`config.mk`:
```
export PLATFORM = sky130hd
export DESIGN_NAME = voxel_ray_traversal_unit
export DESIGN_NICKNAME = d
export VERILOG_FILES = /design/src/rtl/vrt_pkg.sv /design/src/rtl/vrt_sqrt.sv /design/src/rtl/vrt_div.sv /design/src/rtl/voxel_ray_traversal_unit.sv
export VERILOG_INCLUDE_DIRS = /design/src /design/src/rtl
export SDC_FILE = /design/constraint.sdc
export NUM_CORES = 2
export LEC_CHECK = 0
export BUFFER_PORTS_ARGS = -buffer_cell sky130_fd_sc_hd__buf_2
export CAP_MARGIN = 40
export CORE_ASPECT_RATIO = 1.4
export CORE_MARGIN = 3
export CORE_UTILIZATION = 60
export CTS_CLUSTER_SIZE = 8
export DETAILED_ROUTE_END_ITERATION = 8
export GPL_TIMING_DRIVEN = 0
export PLACE_DENSITY = 0.78
export SYNTH_ARGS = -nofsm -noshare
export SYNTH_HDL_FRONTEND = slang
export SYNTH_SLANG_ARGS = --single-unit
```
`constraint.sdc`:
```
create_clock -name clk -period 16.4 [get_ports clk]
set_input_delay 0.82 -clock clk [delete_from_list [all_inputs] [get_ports clk]]
set_output_delay 0.82 -clock clk [all_outputs]
set_load 0.05 [all_outputs]
```
`src/rtl/assert_macros.svh`:
```
// Assertion macros for the voxel ray traversal unit.
// Each macro expects a clock named clk in scope; VRT_ASSERT also expects an active-low reset named rst_n.
`ifndef ASSERT_MACROS_SVH
`define ASSERT_MACROS_SVH

// Checked at every rising edge outside reset.
`define VRT_ASSERT(lbl, prop, msg) \
  lbl: assert property (@(posedge clk) disable iff (!rst_n) prop) else $error(msg);

// Checked at every rising edge, reset included.
`define VRT_ASSERT_ALWAYS(lbl, prop, msg) \
  lbl: assert property (@(posedge clk) prop) else $error(msg);

`endif

```
`src/rtl/vrt_pkg.sv`:
```
// Shared constants, codes and helpers of the voxel ray traversal unit.
// Used by vrt_sqrt, vrt_div and voxel_ray_traversal_unit; depends on nothing.
`default_nettype none
package vrt_pkg;

  localparam int COORD_BITS = 16;
  localparam int FRAC_BITS  = 16;

  localparam int POS_W   = 32;
  localparam int DIR_W   = 16;
  localparam int VOX_W   = 16;
  localparam int NRM_W   = 2;
  localparam int T_W     = 32;
  localparam int SUM_W   = 32;
  localparam int SQ_IN_W = 48;
  localparam int LEN_W   = SQ_IN_W / 2;
  localparam int DIST_W  = 17;
  localparam int NUM_W   = DIST_W + LEN_W;
  localparam int DEN_W   = DIR_W;
  localparam int MAXD_W  = 16;

  localparam logic [T_W-1:0]    T_SAT      = '1;
  localparam logic [MAXD_W-1:0] MAXD_RESET = MAXD_W'(2048);

  localparam logic [2:0] ADDR_MAX_DIST = 3'd0;

  typedef enum logic [1:0] {
    KIND_QUERY = 2'd0,
    KIND_HIT   = 2'd1,
    KIND_MISS  = 2'd2
  } kind_t;

  localparam logic OP_START = 1'b0;
  localparam logic OP_REPLY = 1'b1;

  function automatic logic [VOX_W-1:0] vox_out(input logic [COORD_BITS-1:0] c);
    logic signed [31:0] w;
    w = 32'(signed'(c));
    return w[VOX_W-1:0];
  endfunction

endpackage
`default_nettype wire

```
`src/rtl/vrt_sqrt.sv`:
```
// Iterative integer square root, two radicand bits per cycle.
// Depends on vrt_pkg for widths.
`default_nettype none
module vrt_sqrt (
  input  wire logic                        clk,
  input  wire logic                        rst_n,
  input  wire logic                        start,
  input  wire logic [vrt_pkg::SQ_IN_W-1:0] radicand,
  output logic                             done,
  output logic [vrt_pkg::LEN_W-1:0]        root
);
  localparam int CNT_W = $clog2(vrt_pkg::LEN_W + 1);

  logic [CNT_W-1:0]              cnt_r;
  logic [vrt_pkg::SQ_IN_W-1:0]   val_r;
  logic [vrt_pkg::LEN_W+1:0]     rem_r;
  logic [vrt_pkg::LEN_W-1:0]     root_r;
  logic                          done_r;
  logic [vrt_pkg::LEN_W+1:0]     rem_sh;
  logic [vrt_pkg::LEN_W+1:0]     trial;

  assign rem_sh = {rem_r[vrt_pkg::LEN_W-1:0], val_r[vrt_pkg::SQ_IN_W-1 -: 2]};
  assign trial  = {root_r, 2'b01};

  always_ff @(posedge clk) begin
    if (!rst_n) begin
      cnt_r  <= '0;
      done_r <= 1'b0;
    end else begin
      done_r <= 1'b0;
      if (start) begin
        cnt_r  <= CNT_W'(vrt_pkg::LEN_W);
        val_r  <= radicand;
        rem_r  <= '0;
        root_r <= '0;
      end else if (cnt_r != '0) begin
        val_r <= {val_r[vrt_pkg::SQ_IN_W-3:0], 2'b00};
        if (rem_sh >= trial) begin
          rem_r  <= rem_sh - trial;
          root_r <= {root_r[vrt_pkg::LEN_W-2:0], 1'b1};
        end else begin
          rem_r  <= rem_sh;
          root_r <= {root_r[vrt_pkg::LEN_W-2:0], 1'b0};
        end
        cnt_r <= cnt_r - CNT_W'(1);
        if (cnt_r == CNT_W'(1)) begin
          done_r <= 1'b1;
        end
      end
    end
  end

  assign done = done_r;
  assign root = root_r;
endmodule
`default_nettype wire

```
`src/rtl/vrt_div.sv`:
```
// Restoring divider, one quotient bit per cycle, quotient saturated to 32 bits.
// Depends on vrt_pkg for widths and the saturation value.
`default_nettype none
`include "assert_macros.svh"
module vrt_div (
  input  wire logic                      clk,
  input  wire logic                      rst_n,
  input  wire logic                      start,
  input  wire logic [vrt_pkg::NUM_W-1:0] num,
  input  wire logic [vrt_pkg::DEN_W-1:0] den,
  output logic                           done,
  output logic [vrt_pkg::T_W-1:0]        quo
);
  localparam int CNT_W = $clog2(vrt_pkg::NUM_W + 1);

  logic [CNT_W-1:0]          cnt_r;
  logic [vrt_pkg::NUM_W-1:0] q_r;
  logic [vrt_pkg::DEN_W-1:0] den_r;
  logic [vrt_pkg::DEN_W-1:0] rem_r;
  logic                      done_r;
  logic [vrt_pkg::DEN_W:0]   rem_sh;
  logic                      fits;

  assign rem_sh = {rem_r, q_r[vrt_pkg::NUM_W-1]};
  assign fits   = rem_sh >= {1'b0, den_r};

  always_ff @(posedge clk) begin
    if (!rst_n) begin
      cnt_r  <= '0;
      done_r <= 1'b0;
    end else begin
      done_r <= 1'b0;
      if (start) begin
        cnt_r <= CNT_W'(vrt_pkg::NUM_W);
        q_r   <= num;
        den_r <= den;
        rem_r <= '0;
      end else if (cnt_r != '0) begin
        rem_r <= fits ? vrt_pkg::DEN_W'(rem_sh - {1'b0, den_r})
                      : vrt_pkg::DEN_W'(rem_sh);
        q_r   <= {q_r[vrt_pkg::NUM_W-2:0], fits};
        cnt_r <= cnt_r - CNT_W'(1);
        if (cnt_r == CNT_W'(1)) begin
          done_r <= 1'b1;
        end
      end
    end
  end

  assign done = done_r;
  assign quo  = (|q_r[vrt_pkg::NUM_W-1:vrt_pkg::T_W]) ? vrt_pkg::T_SAT
                                                       : q_r[vrt_pkg::T_W-1:0];

  `VRT_ASSERT(a_div_done_once, done_r |=> !done_r, "divider done held for two cycles")
  `VRT_ASSERT(a_div_idle_done, done_r |-> cnt_r == '0, "divider done while still iterating")
endmodule
`default_nettype wire

```
`src/rtl/voxel_ray_traversal_unit.sv`:
```
// Voxel ray traversal unit: start transactions set up a 3D DDA walk, reply transactions step it.
// A start computes the ray length with vrt_sqrt, then runs the shared 41-step divider twice per
// nonzero direction axis. A reply is written straight into the output register. One transaction
// is in flight at a time. Synchronous active-low reset leaves the unit idle with no ray active
// and max_distance at 8.0. Depends on vrt_pkg, vrt_sqrt, vrt_div.
`default_nettype none
`include "assert_macros.svh"
module voxel_ray_traversal_unit (
  input  wire logic                       clk,
  input  wire logic                       rst_n,
  input  wire logic                       in_valid,
  output logic                            in_stall,
  input  wire logic                       in_operation,
  input  wire logic [vrt_pkg::POS_W-1:0]  in_origin_x,
  input  wire logic [vrt_pkg::POS_W-1:0]  in_origin_y,
  input  wire logic [vrt_pkg::POS_W-1:0]  in_origin_z,
  input  wire logic [vrt_pkg::DIR_W-1:0]  in_dir_x,
  input  wire logic [vrt_pkg::DIR_W-1:0]  in_dir_y,
  input  wire logic [vrt_pkg::DIR_W-1:0]  in_dir_z,
  input  wire logic                       in_occupied,
  output logic                            out_valid,
  input  wire logic                       out_stall,
  output logic [1:0]                      out_kind,
  output logic [vrt_pkg::VOX_W-1:0]       out_voxel_x,
  output logic [vrt_pkg::VOX_W-1:0]       out_voxel_y,
  output logic [vrt_pkg::VOX_W-1:0]       out_voxel_z,
  output logic [vrt_pkg::NRM_W-1:0]       out_normal_x,
  output logic [vrt_pkg::NRM_W-1:0]       out_normal_y,
  output logic [vrt_pkg::NRM_W-1:0]       out_normal_z,
  input  wire logic                       cfg_psel,
  input  wire logic                       cfg_penable,
  input  wire logic                       cfg_pwrite,
  input  wire logic [2:0]                 cfg_paddr,
  input  wire logic [31:0]                cfg_pwdata,
  output logic [31:0]                     cfg_prdata,
  output logic                            cfg_pready
);
  localparam int CB = vrt_pkg::COORD_BITS;
  localparam int FB = vrt_pkg::FRAC_BITS;

  typedef enum logic [7:0] {
    S_IDLE  = 8'b0000_0001,
    S_SQ    = 8'b0000_0010,
    S_SQRT  = 8'b0000_0100,
    S_AXIS  = 8'b0000_1000,
    S_SPC   = 8'b0001_0000,
    S_MUL   = 8'b0010_0000,
    S_NXTGO = 8'b0100_0000,
    S_NXT   = 8'b1000_0000
  } state_t;

  state_t state_r, state_nxt;

  logic [vrt_pkg::MAXD_W-1:0]   maxd_r;
  logic                         active_r;
  logic [CB-1:0]                cell_r [3];
  logic signed [1:0]            step_r [3];
  logic [vrt_pkg::T_W-1:0]      nb_r   [3];
  logic [vrt_pkg::T_W-1:0]      sp_r   [3];
  logic signed [1:0]            face_r [3];
  logic [15:0]                  frac_r [3];
  logic signed [vrt_pkg::DIR_W-1:0] dir_r [3];
  logic [1:0]                   sq_cnt_r;
  logic [1:0]                   ax_r;
  logic [vrt_pkg::SUM_W-1:0]    sum_r;
  logic [vrt_pkg::LEN_W-1:0]    len_r;
  logic [vrt_pkg::NUM_W-1:0]    prod_r;

  logic                         out_valid_r;
  vrt_pkg::kind_t               out_kind_r;
  logic [vrt_pkg::VOX_W-1:0]    out_vox_r [3];
  logic [vrt_pkg::NRM_W-1:0]    out_nrm_r [3];

  logic [vrt_pkg::POS_W-1:0]    in_org [3];
  logic [vrt_pkg::DIR_W-1:0]    in_dir [3];
  logic                         in_acc;
  logic                         cfg_wr;

  logic                         sqrt_start, sqrt_done;
  logic [vrt_pkg::LEN_W-1:0]    sqrt_root;
  logic                         div_start, div_done;
  logic [vrt_pkg::NUM_W-1:0]    div_num;
  logic [vrt_pkg::T_W-1:0]      div_quo;

  logic signed [31:0]           sq_val;
  logic [vrt_pkg::DIST_W-1:0]   bnd_dist;
  logic [vrt_pkg::DEN_W-1:0]    mag;

  logic [1:0]                   ax;
  logic [vrt_pkg::T_W-1:0]      walked;
  logic [vrt_pkg::T_W:0]        nb_sum;
  logic [vrt_pkg::T_W-1:0]      limit;

  assign in_org = '{in_origin_x, in_origin_y, in_origin_z};
  assign in_dir = '{in_dir_x, in_dir_y, in_dir_z};

  assign in_stall = (state_r != S_IDLE) || out_valid_r;
  assign in_acc   = in_valid && !in_stall;
  assign cfg_wr   = cfg_psel && cfg_penable && cfg_pwrite;

  assign cfg_pready = 1'b1;
  assign cfg_prdata = (cfg_paddr == vrt_pkg::ADDR_MAX_DIST) ? 32'(maxd_r) : 32'd0;

  assign sq_val = dir_r[sq_cnt_r] * dir_r[sq_cnt_r];
  assign mag    = dir_r[ax_r][vrt_pkg::DIR_W-1] ? vrt_pkg::DEN_W'(-dir_r[ax_r])
                                                : vrt_pkg::DEN_W'(dir_r[ax_r]);
  assign bnd_dist = (step_r[ax_r] > 2'sd0)
                    ? vrt_pkg::DIST_W'(17'h10000 - {1'b0, frac_r[ax_r]})
                    : vrt_pkg::DIST_W'(frac_r[ax_r]);

  assign sqrt_start = (state_r == S_SQ) && (sq_cnt_r == 2'd3);
  assign div_start  = ((state_r == S_AXIS) && (dir_r[ax_r] != '0)) || (state_r == S_NXTGO);
  assign div_num    = (state_r == S_AXIS) ? (vrt_pkg::NUM_W'(len_r) << (FB - 8))
                                          : (prod_r >> (24 - FB));

  always_comb begin
    if (nb_r[0] < nb_r[1] && nb_r[0] < nb_r[2]) begin
      ax = 2'd0;
    end else if (nb_r[1] < nb_r[2]) begin
      ax = 2'd1;
    end else begin
      ax = 2'd2;
    end
  end

  assign walked = nb_r[ax];
  assign nb_sum = {1'b0, nb_r[ax]} + {1'b0, sp_r[ax]};
  assign limit  = vrt_pkg::T_W'(maxd_r) << (FB - 8);

  vrt_sqrt u_sqrt (
    .clk      (clk),
    .rst_n    (rst_n),
    .start    (sqrt_start),
    .radicand ({sum_r, 16'h0000}),
    .done     (sqrt_done),
    .root     (sqrt_root)
  );

  vrt_div u_div (
    .clk   (clk),
    .rst_n (rst_n),
    .start (div_start),
    .num   (div_num),
    .den   (mag),
    .done  (div_done),
    .quo   (div_quo)
  );

  always_comb begin
    state_nxt = state_r;
    unique case (state_r)
      S_IDLE:  if (in_acc && in_operation == vrt_pkg::OP_START) state_nxt = S_SQ;
      S_SQ:    if (sq_cnt_r == 2'd3) state_nxt = S_SQRT;
      S_SQRT:  if (sqrt_done) state_nxt = S_AXIS;
      S_AXIS: begin
        if (dir_r[ax_r] != '0) begin
          state_nxt = S_SPC;
        end else if (ax_r == 2'd2) begin
          state_nxt = S_IDLE;
        end
      end
      S_SPC:   if (div_done) state_nxt = S_MUL;
      S_MUL:   state_nxt = S_NXTGO;
      S_NXTGO: state_nxt = S_NXT;
      S_NXT:   if (div_done) state_nxt = (ax_r == 2'd2) ? S_IDLE : S_AXIS;
      default: state_nxt = S_IDLE;
    endcase
  end

  always_ff @(posedge clk) begin
    if (!rst_n) begin
      state_r     <= S_IDLE;
      maxd_r      <= vrt_pkg::MAXD_RESET;
      active_r    <= 1'b0;
      out_valid_r <= 1'b0;
      sq_cnt_r    <= '0;
      ax_r        <= '0;
    end else begin
      state_r <= state_nxt;
      if (cfg_wr && cfg_paddr == vrt_pkg::ADDR_MAX_DIST) begin
        maxd_r <= cfg_pwdata[vrt_pkg::MAXD_W-1:0];
      end
      if (out_valid_r && !out_stall) begin
        out_valid_r <= 1'b0;
      end
      unique case (state_r)
        S_IDLE: begin
          if (in_acc && in_operation == vrt_pkg::OP_START) begin
            for (int a = 0; a < 3; a++) begin
              cell_r[a] <= CB'(signed'(in_org[a][31:16]));
              frac_r[a] <= in_org[a][15:0];
              dir_r[a]  <= in_dir[a];
              face_r[a] <= 2'sd0;
              step_r[a] <= (in_dir[a] == '0) ? 2'sd0
                         : (in_dir[a][vrt_pkg::DIR_W-1] ? -2'sd1 : 2'sd1);
            end
            sum_r    <= '0;
            sq_cnt_r <= '0;
            ax_r     <= '0;
          end else if (in_acc && active_r) begin
            if (in_occupied) begin
              active_r    <= 1'b0;
              out_valid_r <= 1'b1;
              out_kind_r  <= vrt_pkg::KIND_HIT;
              for (int a = 0; a < 3; a++) begin
                out_vox_r[a] <= vrt_pkg::vox_out(cell_r[a]);
                out_nrm_r[a] <= face_r[a];
              end
            end else begin
              nb_r[ax] <= nb_sum[vrt_pkg::T_W] ? vrt_pkg::T_SAT : nb_sum[vrt_pkg::T_W-1:0];
              for (int a = 0; a < 3; a++) begin
                face_r[a]    <= (ax == 2'(a)) ? -step_r[a] : 2'sd0;
                out_nrm_r[a] <= '0;
              end
              cell_r[ax]  <= cell_r[ax] + CB'(step_r[ax]);
              out_valid_r <= 1'b1;
              if (walked > limit) begin
                active_r   <= 1'b0;
                out_kind_r <= vrt_pkg::KIND_MISS;
                for (int a = 0; a < 3; a++) begin
                  out_vox_r[a] <= '0;
                end
              end else begin
                out_kind_r <= vrt_pkg::KIND_QUERY;
                for (int a = 0; a < 3; a++) begin
                  out_vox_r[a] <= (ax == 2'(a)) ? vrt_pkg::vox_out(cell_r[a] + CB'(step_r[a]))
                                                : vrt_pkg::vox_out(cell_r[a]);
                end
              end
            end
          end
        end
        S_SQ: begin
          if (sq_cnt_r != 2'd3) begin
            sum_r <= sum_r + vrt_pkg::SUM_W'(sq_val);
          end
          sq_cnt_r <= sq_cnt_r + 2'd1;
        end
        S_SQRT: begin
          if (sqrt_done) begin
            len_r <= sqrt_root;
          end
        end
        S_AXIS: begin
          if (dir_r[ax_r] == '0) begin
            nb_r[ax_r] <= vrt_pkg::T_SAT;
            sp_r[ax_r] <= vrt_pkg::T_SAT;
            if (ax_r == 2'd2) begin
              active_r    <= 1'b1;
              out_valid_r <= 1'b1;
              out_kind_r  <= vrt_pkg::KIND_QUERY;
              for (int a = 0; a < 3; a++) begin
                out_vox_r[a] <= vrt_pkg::vox_out(cell_r[a]);
                out_nrm_r[a] <= '0;
              end
            end else begin
              ax_r <= ax_r + 2'd1;
            end
          end
        end
        S_SPC: begin
          if (div_done) begin
            sp_r[ax_r] <= div_quo;
          end
        end
        S_MUL: begin
          prod_r <= vrt_pkg::NUM_W'(bnd_dist) * vrt_pkg::NUM_W'(len_r);
        end
        S_NXTGO: begin
        end
        S_NXT: begin
          if (div_done) begin
            nb_r[ax_r] <= div_quo;
            if (ax_r == 2'd2) begin
              active_r    <= 1'b1;
              out_valid_r <= 1'b1;
              out_kind_r  <= vrt_pkg::KIND_QUERY;
              for (int a = 0; a < 3; a++) begin
                out_vox_r[a] <= vrt_pkg::vox_out(cell_r[a]);
                out_nrm_r[a] <= '0;
              end
            end else begin
              ax_r <= ax_r + 2'd1;
            end
          end
        end
        default: begin
        end
      endcase
    end
  end

  assign out_valid    = out_valid_r;
  assign out_kind     = out_kind_r;
  assign out_voxel_x  = out_vox_r[0];
  assign out_voxel_y  = out_vox_r[1];
  assign out_voxel_z  = out_vox_r[2];
  assign out_normal_x = out_nrm_r[0];
  assign out_normal_y = out_nrm_r[1];
  assign out_normal_z = out_nrm_r[2];

  `VRT_ASSERT(a_len_nonzero,
              sqrt_done && sum_r != '0 |-> sqrt_root != '0,
              "zero length for nonzero direction")
  `VRT_ASSERT(a_div_in_wait,
              div_done |-> state_r == S_SPC || state_r == S_NXT,
              "divider result outside a wait state")
  `VRT_ASSERT(a_query_active,
              $rose(out_valid_r) && out_kind_r == vrt_pkg::KIND_QUERY |-> active_r,
              "query issued without an active ray")
  `VRT_ASSERT(a_miss_zero,
              out_valid_r && out_kind_r == vrt_pkg::KIND_MISS |->
                out_vox_r[0] == '0 && out_nrm_r[0] == '0,
              "miss carries a voxel")
endmodule
`default_nettype wire

```
After elaboration in Yosys (flattened, before gate mapping)
Memory sizes are Yosys's and may differ from the RTL's. A register that Yosys moved wholly into a read port is not among the register bits.
Cells that the tools add are included.
Word-level totals
  register bits: 309
  latch bits: 0
  memory bits (writable): 402
  ROM bits: 0
  input port bits: 188
  word-level logic and storage cells: 328
  memories kept: 9
Operators by class
  add/sub/neg operators: 17
  multiply operators: 2
  div/mod/pow operators: 0
  $lt $le $gt $ge: 7
  equal/unequal tests: 27
  shifts and indexed selects: 0
  mux-type cells: 167
  bitwise gates (word level): 30
  reduce and logical (&&, ||, !) cells: 45
Memories
  nb_r: words 3, width 32, rd ports 4, clocked after memory_dff 0, wr ports 1, line voxel_ray_traversal_unit.sv:58  | logic [vrt_pkg::T_W-1:0] nb_r [3];
  sp_r: words 3, width 32, rd ports 1, clocked after memory_dff 0, wr ports 1, line voxel_ray_traversal_unit.sv:59  | logic [vrt_pkg::T_W-1:0] sp_r [3];
  cell_r: words 3, width 16, rd ports 4, clocked after memory_dff 0, wr ports 3, line voxel_ray_traversal_unit.sv:56  | logic [CB-1:0] cell_r [3];
  dir_r: words 3, width 16, rd ports 2, clocked after memory_dff 2, wr ports 3, line voxel_ray_traversal_unit.sv:62  | logic signed [vrt_pkg::DIR_W-1:0] dir_r [3];
  frac_r: words 3, width 16, rd ports 1, clocked after memory_dff 1, wr ports 3, line voxel_ray_traversal_unit.sv:61  | logic [15:0] frac_r [3];
  out_vox_r: words 3, width 16, rd ports 3, clocked after memory_dff 0, wr ports 3, line voxel_ray_traversal_unit.sv:71  | logic [vrt_pkg::VOX_W-1:0] out_vox_r [3];
  +3 memories
Operator list (count)
  2-to-1 mux 16 bit: 19
  2-to-1 mux 32 bit: 7
  less-than comparator 32 bit: 3
  2-to-1 mux 48 bit: 2
  2-to-1 mux 2 bit: 44
  2-to-1 mux 41 bit: 2
  2-to-1 mux 24 bit: 3
  2-to-1 mux 1 bit: 68
  adder 16 bit: 4
  logical NOT 16 bit: 4
  one-hot mux 32 bit (2 select lines): 1
  one-hot mux 8 bit (8 select lines): 1
  2-to-1 mux 8 bit: 7
  multiplier 17 x 24 -> 41 bit: 1
  adder 32 x 32 -> 33 bit: 1
  2-to-1 mux 33 bit: 1
  adder 32 bit: 1
  greater-than comparator 32 x 24 -> 1 bit: 1
  multiplier 16 x 16 -> 32 bit: 1
  OR reduction 32 bit: 1
  >= comparator 26 bit: 1
  bitwise OR 1 bit: 26
  subtractor 24 bit: 1
  AND reduction 6 bit: 3
  other kinds (52): 92

Longest topological paths before layout
An unclocked memory read counts as a cell.
  word-level depth: 17
  gate-level depth with buffers: 36

Cells and area by module
A second synthesis with hierarchy kept.
Second synthesis, totals
  cells, all modules: 5899
  area, all modules: 60999.8 µm²
Modules (own cells, without submodules)
  voxel_ray_traversal_unit: times used 1, cells each 5061, area each 51002.7 µm²
  vrt_sqrt: times used 1, cells each 490, area each 5683.0 µm²
  vrt_div: times used 1, cells each 348, area each 4314.1 µm²

Least setup slack after synthesis
No wires, ideal clock.
  kind: input to register
  start point: input port rst_n
  end point: register u_sqrt.rem_r[0] (netlist name) (enable)
  library setup time: 640 ps
  data arrival time: 7133 ps
  slack: 8627 ps
  stages: 3
  path buffers: 2
  cell sequence: clkbuf_1 -> clkbuf_1 -> a21boi_0
On the way
  word-level cells in the longest chain between the ends: 1
Ends and longest elaborated chain
  from (decl): line voxel_ray_traversal_unit.sv:10  | input wire logic rst_n,
  AND reduction 2 bit (no source line)
  to (signal assigned): line vrt_sqrt.sv:39  | rem_r <= rem_sh - trial;
  to (signal assigned): line vrt_sqrt.sv:42  | rem_r <= rem_sh;
  to (decl): line vrt_sqrt.sv:16  | logic [vrt_pkg::LEN_W+1:0] rem_r;
Every way passes these cells.
A chain may end at the register's enable or synchronous reset.

==> metrics.cfg <==
[global_routing]
first_global_vias=47621
grt_pass1_wl_um=257000
grt_usage=0.321
antenna_found_initial=4
gr-total-overflow=0
grt_start_max_net_pins=58

[placed_design]
dpl_cell_area_um2=63600
gp_congestion=0.994
port_buffers=245
dp_hpwl_um=134000

[worst_hold_path]
hold_end=frac_r[1][5]
holdPathStages=1
hp-class=in2reg
min_from=in_origin_y[5]

[pwr]
ir_worst_vdd_mv=0.470
p_leak_uw=0.0299
p_comb_frac=0.633
swShare=0.437
power.total_uw=11900
clock_power_share=0.158
seq_power_share=0.209
switchingPower_uw=5200
pwr_density_cell_nw_per_um2=179
p_int_uw=6710

[yosys]
synth_cell_type_count=97
synth_area_per_cell_um2=10.0
synth_edf_count=646
synth_largest_area_cell=edfxtp_1
synth-async-reset-ratio=0
synthFlopType=edfxtp_1
yosys-top-cells-count=inv_1, nand2_1, edfxtp_1
synthTopCellsByArea=edfxtp_1, fa_1, ha_1
yosys_warnings=0
yosysSeqAreaShare=0.339
syn-cell-area_um2=59900
ys_ff_latch=693
synth_top_area_frac=0.324
syn_inst=5991
yosysMostFrequentCell=inv_1

[clocking]
cts.sinks=693
clk_latency_ns=0.70
cts.clk_slew.worst_paths_ns=0.05
cts_htree_levels=3
cts.hold.buffers_added=0
clock_path_buffers=3
cts_root_buffer=clkbuf_16
postCtsSetupBuffers=0
cts-buffers-inserted=97
cts_tree=built
post_cts_resized=0

[critical_path]
worstSetupPathType=reg2reg
crit_path_frequent_cell=fa_1
cpPeakStageDelay_ns=0.66
reg2reg_depth=31
endpoint_kind=flip-flop
critPathSlowestCell=nor3_1
critical_path_buf_inv_count=7
worstPathMaxFanout=10
critPathRequiredTime_ns=16.82
critPathArrivalTime_ns=10.87
crit_path_start_kind=flip-flop
rrSetupSlack_ns=5.95
critPathTopFamily=adder cells
r2r-end=prod_r[31]

[timing]
worst_pin_slew_ns=0.990
slew_headroom=0.335
drv_slew=0
fin_crit_ns=10.45
hold_violations=0
setup_violations=0
rsz0062_at_grt=false
period_share=0.637
max_freq_ghz=0.0957
skew_ns=0.0627
setup-tns-final_ns=0

[die]
rows=136
placeableCoreArea_um2=98700
io_pins=279
die_x_um=273
initial_core_util=0.607
dieArea_um2=104000
die_h_um=380

[layout]
fin_nets=7663
final_area_um2=66400
area_growth_pct=10.9
final_layout_size_suffix_gt1_frac=0.0818
utilization=0.673
num-fill-cells=7516

[run_status]
outcome=finished, final reports clean

[drt]
drt_iter0_drc=3569
wl_um=166000
drt-vias-per-instance=5.85
drtAntennaViolNets=0
via_count=45572
wire_per_inst_um=21.3
first_pass_iters=5
drc=0

[job]
drv_cap=0

[cell families after synthesis]
family / share of synthesized area
adders and majority gates: 0.299
AOI/OAI and AO/OA: 0.0963
other: 0.000125
DFF: 0.339
buffers and inverters: 0.0750
and+or+nand+nor: 0.137
muxes: 0.0231
xor gates and xnor gates: 0.0295
[layer usage]
metal  share of wire  up-vias  global-route usage
li1                -    20723                   -
met5               0        -                   0
met2            0.50     2093               0.559
met4           0.079        0               0.216
met3           0.073      628              0.0529
met1            0.35    22128               0.361
[sequential cells by signal, summed over array words and instances, names as in the netlist, 24 cells and up, named ones only]
register,count
u_sqrt.rem_r,24
nb_r,96
len_r,24
out_vox_r,48
dir_r,48
sp_r,96
cell_r,48
frac_r,48
u_div.q_r,41
prod_r,33
sum_r,32
u_sqrt.val_r,32
u_sqrt.root,24
[cell type report]
type                    count  area [um^2]  area share
diodes                      6         15.0    0.000226
plain buffers             234         1000      0.0150
clock buffers             157         2670      0.0402
clock inverters             8          154     0.00232
inverters                 931         3500      0.0526
multi-input cells        4148        35300       0.531
flip-flops and latches    693        20300       0.306
well taps                1311         1640      0.0247
repair buffers            298         1870      0.0281
[power groups by stage]
stage / logic (uW) / clock network, uW / registers [uW]
final: 7540 / 1880 / 2490
after floorplan: 5750 / 0 / 2530
after detailed placement: 7450 / 0 / 2520
after global placement: 7220 / 0 / 2550
after global routing: 8500 / 1980 / 2510
after CTS: 7520 / 1900 / 2490
[stage by stage]
stage | hold slack [ns] | cells | setup WS, ns
after CTS | 0.259 | 7779 | 6.00
after global routing | 0.285 | 7782 | 5.44
after global placement | 0.432 | 7562 | 5.80
after detailed placement | 0.433 | 7614 | 5.99
final | 0.303 | 7786 | 5.95
after floorplan | 0.426 | 6006 | 8.63
[layout by cell type (no fill, tap or decap), types with 13 or more instances in the layout]
cell and instances:
inv_1 922, nand2_1 766, edfxtp_1 646, fa_1 603, ha_1 469, nor2_1 440, a21oi_1 334, buf_2 278
clkbuf_1 214, o21ai_0 175, and2_1 160, xnor2_1 137, mux2i_1 125, clkbuf_16 97, nand3_1 71, a21o_1 67
xor2_1 65, nor3_1 63, nand2b_1 57, dfxtp_1 47, a22o_1 42, o21a_1 41, a31oi_1 41, buf_4 38
and3_1 37, nor2b_1 36, a21boi_0 35, nor4_1 34, nand4_1 31, buf_1 30, a211oi_1 19, o21ai_1 18
or3_1 17, or2_2 17, conb_1 17, o211ai_1 16, buf_8 14, nand3b_1 13
[worst max-delay path by stage]
stage / start / end / slack [ns] / cells after the start
finish: flip-flop / prod_r[31] / 5.95 / 31
global route: flip-flop / prod_r[40] / 5.44 / 33
CTS: flip-flop / prod_r[40] / 6.00 / 33
detailed placement: flip-flop / prod_r[31] / 5.99 / 33
global placement: flip-flop / prod_r[31] / 5.80 / 32
floorplan: rst_n / u_sqrt.rem_r[0] / 8.63 / 3
No activity file was read; power rests on OpenSTA's default activity.
